[src/rtl/spq_pkg.sv]
// Package for the sorted insert priority queue.
// Holds the operation and status codes, field widths and the entry and cell control types.
// Depends on nothing; every rtl file refers to it by scoped names.
package spq_pkg;

    localparam int DATA_W = 32;
    localparam int PRIO_W = 16;
    localparam int FUNC_W = 2;
    localparam int STATUS_W = 2;
    localparam int FILL_W = 5;
    localparam int BEAT_W = 56;

    localparam logic [FUNC_W-1:0] FUNC_PUSH = 2'd0;
    localparam logic [FUNC_W-1:0] FUNC_TAKE = 2'd1;
    localparam logic [FUNC_W-1:0] FUNC_DROP = 2'd2;

    localparam logic [STATUS_W-1:0] STATUS_DONE = 2'd0;
    localparam logic [STATUS_W-1:0] STATUS_EMPTY = 2'd1;
    localparam logic [STATUS_W-1:0] STATUS_FULL = 2'd2;

    typedef struct packed {
        logic signed [PRIO_W-1:0] prio;
        logic [DATA_W-1:0]        data;
    } entry_t;

    typedef struct packed {
        logic   push;
        logic   pop;
        entry_t item;
    } cell_ctrl_t;

endpackage

[src/rtl/spq_cell.sv]
// One slot of the sorted chain: holds an entry and moves it along with its neighbors.
// Uses spq_pkg for the entry and control types.
module spq_cell (
    input  logic               clk,
    input  spq_pkg::cell_ctrl_t ctrl,
    input  logic               occupied,
    input  logic               left_keep,
    input  spq_pkg::entry_t    left_entry,
    input  spq_pkg::entry_t    right_entry,
    output logic               keep,
    output spq_pkg::entry_t    entry
);

    spq_pkg::entry_t entry_reg;
    spq_pkg::entry_t entry_next;

    // An occupied slot whose priority is at least the new one stays ahead of it.
    assign keep = occupied && (entry_reg.prio >= ctrl.item.prio);
    assign entry = entry_reg;

    always_comb
    begin
        entry_next = entry_reg;
        priority if (ctrl.push)
        begin
            if (keep)
            begin
                entry_next = entry_reg;
            end
            else if (left_keep)
            begin
                entry_next = ctrl.item;
            end
            else
            begin
                entry_next = left_entry;
            end
        end
        else if (ctrl.pop)
        begin
            entry_next = right_entry;
        end
        else
        begin
            entry_next = entry_reg;
        end
    end

    always_ff @(posedge clk)
    begin
        entry_reg <= entry_next;
    end

endmodule

[src/rtl/sorted_insert_priority_queue_unit.sv]
// Top level of the sorted insert priority queue: a chain of spq_cell slots and the count.
// Depends on spq_pkg and spq_cell.
//
// Usage:
// Commands arrive as beats on the s_ group; each carries func, item_data and item_priority.
// Func push inserts the entry behind all entries of equal or higher priority, take returns
// and removes the front entry, drop removes it without returning it.
// Every command yields exactly one result beat on the m_ group with status, top_data,
// top_priority and the fill count after the command.
// The result beat is registered and appears in the cycle after its command is accepted.
// The cell chain compares all slots against the new priority and shifts them together,
// so one command per cycle is sustained while results are taken.
// The result sits in an output register; s_tready is high while that register is empty or
// being taken in the same cycle, so a stalled receiver holds the result and back-pressures
// the command side after one beat.
// Reset empties the queue and drops any pending result; slot contents are not cleared.
// QUEUE_DEPTH sets the number of slots; fill_count reports the count in five bits.
module sorted_insert_priority_queue_unit #(
    parameter int QUEUE_DEPTH = 16
) (
    input  logic                         clk,
    input  logic                         rst_n,
    input  logic                         s_tvalid,
    output logic                         s_tready,
    // func[1:0], item_data[33:2], item_priority[49:34], zero fill[55:50]
    input  logic [spq_pkg::BEAT_W-1:0]   s_tdata,
    output logic                         m_tvalid,
    input  logic                         m_tready,
    // status[1:0], top_data[33:2], top_priority[49:34], fill_count[54:50], zero fill[55]
    output logic [spq_pkg::BEAT_W-1:0]   m_tdata
);

    localparam int CNT_W = $clog2(QUEUE_DEPTH + 1);

    logic [spq_pkg::FUNC_W-1:0] func;
    spq_pkg::entry_t            item;
    logic                       accept;
    logic                       full;
    logic                       empty;
    logic                       push_ok;
    logic                       pop_ok;
    spq_pkg::cell_ctrl_t        ctrl;

    logic [CNT_W-1:0]           count_reg;
    logic [CNT_W-1:0]           count_next;
    logic [31:0]                count_wide;

    logic                       out_valid_reg;
    logic                       out_valid_next;
    logic [spq_pkg::BEAT_W-1:0] out_data_reg;
    logic [spq_pkg::BEAT_W-1:0] out_data_next;

    logic [spq_pkg::STATUS_W-1:0] status;
    spq_pkg::entry_t              top;

    logic [QUEUE_DEPTH-1:0]     occ;
    logic [QUEUE_DEPTH-1:0]     keep;
    spq_pkg::entry_t            cell_entry [QUEUE_DEPTH];

    assign func = s_tdata[1:0];
    assign item.data = s_tdata[33:2];
    assign item.prio = s_tdata[49:34];

    assign s_tready = !out_valid_reg || m_tready;
    assign accept = s_tvalid && s_tready;

    assign full = (count_reg == CNT_W'(QUEUE_DEPTH));
    assign empty = (count_reg == '0);
    assign push_ok = accept && (func == spq_pkg::FUNC_PUSH) && !full;
    assign pop_ok = accept && ((func == spq_pkg::FUNC_TAKE) || (func == spq_pkg::FUNC_DROP))
                    && !empty;

    assign ctrl.push = push_ok;
    assign ctrl.pop = pop_ok;
    assign ctrl.item = item;

    genvar gi;
    generate
        for (gi = 0; gi < QUEUE_DEPTH; gi++)
        begin : g_cell
            spq_pkg::entry_t left_e;
            spq_pkg::entry_t right_e;
            logic            left_k;

            assign occ[gi] = (count_reg > CNT_W'(gi));

            if (gi == 0)
            begin : g_first
                assign left_k = 1'b1;
                assign left_e = item;
            end
            else
            begin : g_mid
                assign left_k = keep[gi-1];
                assign left_e = cell_entry[gi-1];
            end

            if (gi == QUEUE_DEPTH - 1)
            begin : g_last
                assign right_e = item;
            end
            else
            begin : g_inner
                assign right_e = cell_entry[gi+1];
            end

            spq_cell u_cell (
                .clk         (clk),
                .ctrl        (ctrl),
                .occupied    (occ[gi]),
                .left_keep   (left_k),
                .left_entry  (left_e),
                .right_entry (right_e),
                .keep        (keep[gi]),
                .entry       (cell_entry[gi])
            );
        end
    endgenerate

    always_comb
    begin
        count_next = count_reg;
        if (push_ok)
        begin
            count_next = count_reg + CNT_W'(1);
        end
        else if (pop_ok)
        begin
            count_next = count_reg - CNT_W'(1);
        end
    end

    assign count_wide = 32'(count_next);

    always_comb
    begin
        status = spq_pkg::STATUS_DONE;
        top = '0;
        unique case (func)
            spq_pkg::FUNC_PUSH:
            begin
                if (full)
                begin
                    status = spq_pkg::STATUS_FULL;
                end
            end
            spq_pkg::FUNC_TAKE:
            begin
                if (empty)
                begin
                    status = spq_pkg::STATUS_EMPTY;
                end
                else
                begin
                    top = cell_entry[0];
                end
            end
            spq_pkg::FUNC_DROP:
            begin
                if (empty)
                begin
                    status = spq_pkg::STATUS_EMPTY;
                end
            end
            default:
            begin
                status = spq_pkg::STATUS_DONE;
            end
        endcase
    end

    always_comb
    begin
        out_valid_next = out_valid_reg;
        out_data_next = out_data_reg;
        if (accept)
        begin
            out_valid_next = 1'b1;
            out_data_next = {1'b0, count_wide[4:0], top.prio, top.data, status};
        end
        else if (m_tready)
        begin
            out_valid_next = 1'b0;
        end
    end

    always_ff @(posedge clk or negedge rst_n)
    begin
        if (!rst_n)
        begin
            count_reg <= '0;
            out_valid_reg <= 1'b0;
        end
        else
        begin
            count_reg <= count_next;
            out_valid_reg <= out_valid_next;
        end
    end

    always_ff @(posedge clk)
    begin
        out_data_reg <= out_data_next;
    end

    assign m_tvalid = out_valid_reg;
    assign m_tdata = out_data_reg;

endmodule

[config.mk]
export PLATFORM = sky130hd
export DESIGN_NAME = sorted_insert_priority_queue_unit
export DESIGN_NICKNAME = d
export VERILOG_FILES = /design/src/rtl/spq_pkg.sv /design/src/rtl/spq_cell.sv /design/src/rtl/sorted_insert_priority_queue_unit.sv
export SDC_FILE = /design/constraint.sdc
export NUM_CORES = 2
export LEC_CHECK = 0
export BUFFER_PORTS_ARGS = -buffer_cell sky130_fd_sc_hd__buf_2
export CAP_MARGIN = 15
export CORE_MARGIN = 1
export CORE_UTILIZATION = 67
export CTS_CLUSTER_DIAMETER = 80
export CTS_CLUSTER_SIZE = 20
export DETAILED_ROUTE_END_ITERATION = 6
export GPL_TIMING_DRIVEN = 1
export PLACE_DENSITY_LB_ADDON = 0.15
export SYNTH_ARGS = -nofsm -noshare
export SYNTH_HDL_FRONTEND = slang
export SYNTH_HIERARCHICAL = 1
export SYNTH_SLANG_ARGS = --single-unit
[constraint.sdc]
create_clock -name clk -period 11.8 [get_ports clk]
set_input_delay 0.59 -clock clk [delete_from_list [all_inputs] [get_ports clk]]
set_output_delay 0.59 -clock clk [all_outputs]
set_load 0.02 [all_outputs]
* Word-level counts from Yosys, hierarchy flattened
Index checks and enable logic that the tools add are counted.
Cells by class: bitwise logic cells 1, $lt $le $gt $ge 32, reductions and logical operators 48, divide/modulo/power cells 0, add/subtract/negate cells 2, multiply operators 0, eq/ne operators 19, multiplexer cells 70, shift-type cells 0
Operator list (count):
- 48-bit two-way mux | 63
- 16-bit greater-or-equal comparator | 16
- 5-bit by 4-bit greater-than comparator with 1-bit output (second input constant) | 8
- 2-bit inequality test (second input constant) | 16
- 2-bit AND reduction | 16
- 1-bit logical AND | 21
- 5-bit by 3-bit greater-than comparator with 1-bit output (second input constant) | 4
- 5-bit by 1-bit greater-than comparator with 1-bit output (second input constant) | 2
- 5-bit by 2-bit greater-than comparator with 1-bit output (second input constant) | 2
- 5-bit two-way mux | 2
- 5-bit by 1-bit adder with 5-bit output (second input constant) | 1
- 5-bit equality test (second input constant) | 1
- 5-bit zero test | 1
- 5-bit by 1-bit subtractor with 5-bit output (second input constant) | 1
- 2-bit case mux with 2 select lines | 1
- 2-bit nonzero test | 2
- 2-bit OR reduction | 2
- 1-bit zero test | 3
- 1-bit two-way mux | 3
- 2-bit by 1-bit equality test with 1-bit output (second input constant) | 1
- 2-bit equality test (second input constant) | 1
- 2-bit zero test | 1
- 1-bit logical OR | 2
- 2-bit two-way mux | 1
- 1-bit NOT | 1
Word-level totals: logic and storage cells 208, output and inout port bits 58, bits in latches 0, ROM bits 0, input bits 60, bits in registers 829, memories kept 0, memory bits (writable) 0

* Logic depth before layout (Yosys ltp)
depth after elaboration 7, gate-level depth with buffers 13, depth with buffers taken out 9

* Hierarchy
Netlist, hierarchy kept.
Modules (own cells, without submodules):
- spq_cell (g_cell[0].u_cell ...) | cells each 275, area each 2882.8 sq um, instances 10
- spq_cell (g_cell[4].u_cell ...) | cells each 270, area each 2872.8 sq um, instances 6
- sorted_insert_priority_queue_unit | cells each 199, area each 2683.8 sq um, instances 1

* Worst setup path before layout
Ideal clock, no wire load.
kind flip-flop to flip-flop, start point register count_reg[0], end point register g_cell[0].u_cell.entry_reg, in the netlist g_cell[0].u_cell/entry[0] (enable), slack 7.534 ns, cell stages (with the launch flop) 11, setup time 0.424 ns, clock period less this slack 4.266 ns, arrival time 3.842 ns, path through dfrtp_1 clkbuf_1 inv_1 ha_1 nor4bb_4 or3_4 inv_2 clkbuf_1 clkbuf_1 o22ai_1 a41oi_2
On the way: longest elaborated chain between the ends 5, elaborated cells on any way between the ends 11, classes of those cells 1 x order compare; 2 x eq/ne; 8 x reduce/logical
Ends and longest elaborated chain:
- start: declaration | RTL line sorted_insert_priority_queue_unit.sv:44 | logic [CNT_W-1:0] count_reg;
- start signal: assignment | RTL line sorted_insert_priority_queue_unit.sv:196 | count_reg <= count_next;
- 5-bit equality test * | RTL line sorted_insert_priority_queue_unit.sv:67 | assign full = (count_reg == CNT_W'(QUEUE_DEPTH));
- 1-bit zero test * | RTL line sorted_insert_priority_queue_unit.sv:69 | assign push_ok = accept && (func == spq_pkg::FUNC_PUSH) && !full;
- 1-bit logical AND * | RTL line sorted_insert_priority_queue_unit.sv:69
- via push_ok | RTL line sorted_insert_priority_queue_unit.sv:40 | logic push_ok;
- 2-bit inequality test (no line) or 2-bit nonzero test (tied branches)
- 2-bit AND reduction (no line) *
- end signal: assignment | RTL line spq_cell.sv:51 | entry_reg <= entry_next;
- end: declaration | RTL line spq_cell.sv:14 | spq_pkg::entry_t entry_reg;
Mark *: on every way through the listed nets, which the timed path passes. The rest lies on a longest branch. A chain may end at the register's enable or synchronous reset.

* Worst setup path after layout
start point register count_reg[0], end point register g_cell[2].u_cell.entry_reg, in the netlist g_cell[2].u_cell/entry[22] (enable)
On the way: longest elaborated chain between the ends 5, elaborated cells on any way between the ends 11, classes of those cells 1 x order compare; 2 x eq/ne; 8 x reduce/logical
Ends and longest elaborated chain (RTL line):
- 5-bit equality test * | sorted_insert_priority_queue_unit.sv:67
- 1-bit zero test * | sorted_insert_priority_queue_unit.sv:69
- 1-bit logical AND * | sorted_insert_priority_queue_unit.sv:69
- via push_ok | sorted_insert_priority_queue_unit.sv:40
- 2-bit inequality test (no line) or 2-bit nonzero test (tied branches)
- 2-bit AND reduction (no line) *
- end signal: assignment | spq_cell.sv:51
- end: declaration | spq_cell.sv:14
Marked as above.

==> impl_metrics.toml <==
[route]
drtAntennaViolNets = 0
wl_per_cell_um = 19.68
drc = 0
vias_per_cell = 6.114
routed_wirelength_mm = 107.6
dr.pass1.iters = 6
dr_total_vias = 33420
dr.first_iter.drc_count = 2934

[placement]
dpl.hpwl_mm = 74.99
place_ws_ns = 6.885
place_area_um2 = 49980
routabilityCongestion = 0.8887
io_buffer_count = 110

[yosys]
syn_nets = 4891
syn_area_um2 = 48720
synthCells = 4566
syn_avg_cell_area_um2 = 10.67
synth_warnings = 6

[grt]
grt_max_degree = 271
grt-ovfl-total = 0
grt_pass1_vias = 31180
grt_first_pass_wirelength_mm = 170.2
antenna_found_initial = 5
grt_use_total_pct = 28.62

[final_layout]
nets = 4817
drive_gt1_share_pct = 6.541
utilization_pct = 71.90
area_growth_pct = 5.855
fin_area_um2 = 51580
largest_register_ffs = 768
n_fill_cell = 5110

[clock_tree]
path_clk_slew_ns = 0.08
root_buffer = "clkbuf_16"
htreeDepth = 2
cts_tree = "built"
clockBufferDepth = 3
clk_latency_ns = 0.64
cts_buffers = 50
clkSinkCount = 829
cts_resized = 0

[worst_hold_path]
hp-class = "primary input to flip-flop"

[sta]
setup_viol = 0
post-route-period-util_pct = 41.29
fin_crit_ns = 4.872
worst_pin_slew_ns = 1.134
finalHoldViolCount = 0
clock_skew_ns = 0.01746
maxSlewHeadroom_pct = 24.40
max_clock_freq_ghz = 0.2053
slew_viol_final = 0
fin_ws_ns = 6.928
rsz0062_at_grt = "no"
fin_setup_tns_ns = 0

[floorplan]
num_rows = 98
die_h_um = 271.7
dieArea_um2 = 73800
io-pin-count = 118
core_area_um2 = 71730
dieWidth_um = 271.7
start_util_pct = 67.92

[setup_path]
worst_setup_path_end_kind = "flip-flop"
start_kind = "flip-flop"
cp.required_ns = 12.11
crit_arrival_ns = 5.18
crit_type = "flip-flop to flip-flop"
path_max_fanout = 223

[power_and_ir_drop]
powerDensity_nw_per_um2 = 181.7
leakage_uw = 0.02135
power_uw = 9373
ir_worst_vdd_mv = 0.2141

[job]
drv_cap = 0

[run_status]
status = "finished, final reports clean"
## where the power goes
part           switching [uW]  total (uW)  internal, uW
registers                 273        4110          3840
clock network             978        1840           861
logic                    2020        3420          1400
total                    3270        9370          6100
## timing repair
action / 4_1_cts / 5_1_grt
setup buffers: 0 / 0
endpoints found under the hold margin: 6 / 0
hold buffers: 1 / 0
## worst max-delay path: stages, from the launching register on
cell and delay, ns:
dfrtp_1 0.54, inv_1 0.15, ha_1 0.23, nor4bb_4 0.18, or3_4 0.47, inv_8 0.67, buf_12 0.59, buf_4 0.74
nand2_1 0.10, o22ai_1 0.23, a41oi_4 0.05, buf_4 0.39
## per-layer routing
metal	GRT usage (%)	up-vias	share of wire, %
li1	-	16540	-
met4	6.623	0	2.1
met5	0	-	0
met2	42.34	1078	43
met1	45.26	15650	48
met3	3.149	142	6.8
## final cells by class
cell class                      count  area, um^2  area share (%)
Antenna cell                        5       12.51         0.02426
Clock buffer                       54        1297           2.516
Clock inverter                     16       202.7          0.3930
Inverter                          296        1119           2.169
Multi-Input combinational cell   3155       21870           42.41
Sequential cell                   829       24860           48.21
Tap cell                          950        1189           2.305
Timing Repair Buffer              160        1018           1.975
## cell usage in the layout (no fill, tap or decap), drive strengths merged, types with 18 or more instances in the layout
cell	n
o21ai	37
ha	265
edfxtp	823
nor2b	18
a21oi	849
nand2	72
mux2i	775
and3	49
nor3	30
inv	299
clkbuf	54
nand3	21
nor2	785
buf	159
nand4	54
## worst paths after layout
check	from	endpoint	slack, ns	cells past startpoint
setup reg to reg	count_reg[0]	g_cell[2].u_cell/entry[22]	6.93	11
max in group asynchronous	rst_n	count_reg[1]	11.30	2
min in group asynchronous	rst_n	count_reg[3]	0.32	2
hold reg to reg	g_cell[15].u_cell/entry[12]	g_cell[14].u_cell/entry[12]	0.58	2
hold / removal	s_tvalid	m_tvalid	0.20	2
setup / recovery	count_reg[0]	g_cell[2].u_cell/entry[22]	6.93	11
## metrics by stage
step	cells	hold slack [ns]
after floorplan	4566	0.2944
after global placement	5386	0.4298
after detailed placement	5386	0.4442
after CTS	5457	0.1823
after global routing	5464	0.1927
final	5465	0.1971
(Power assumes the default switching activity.)
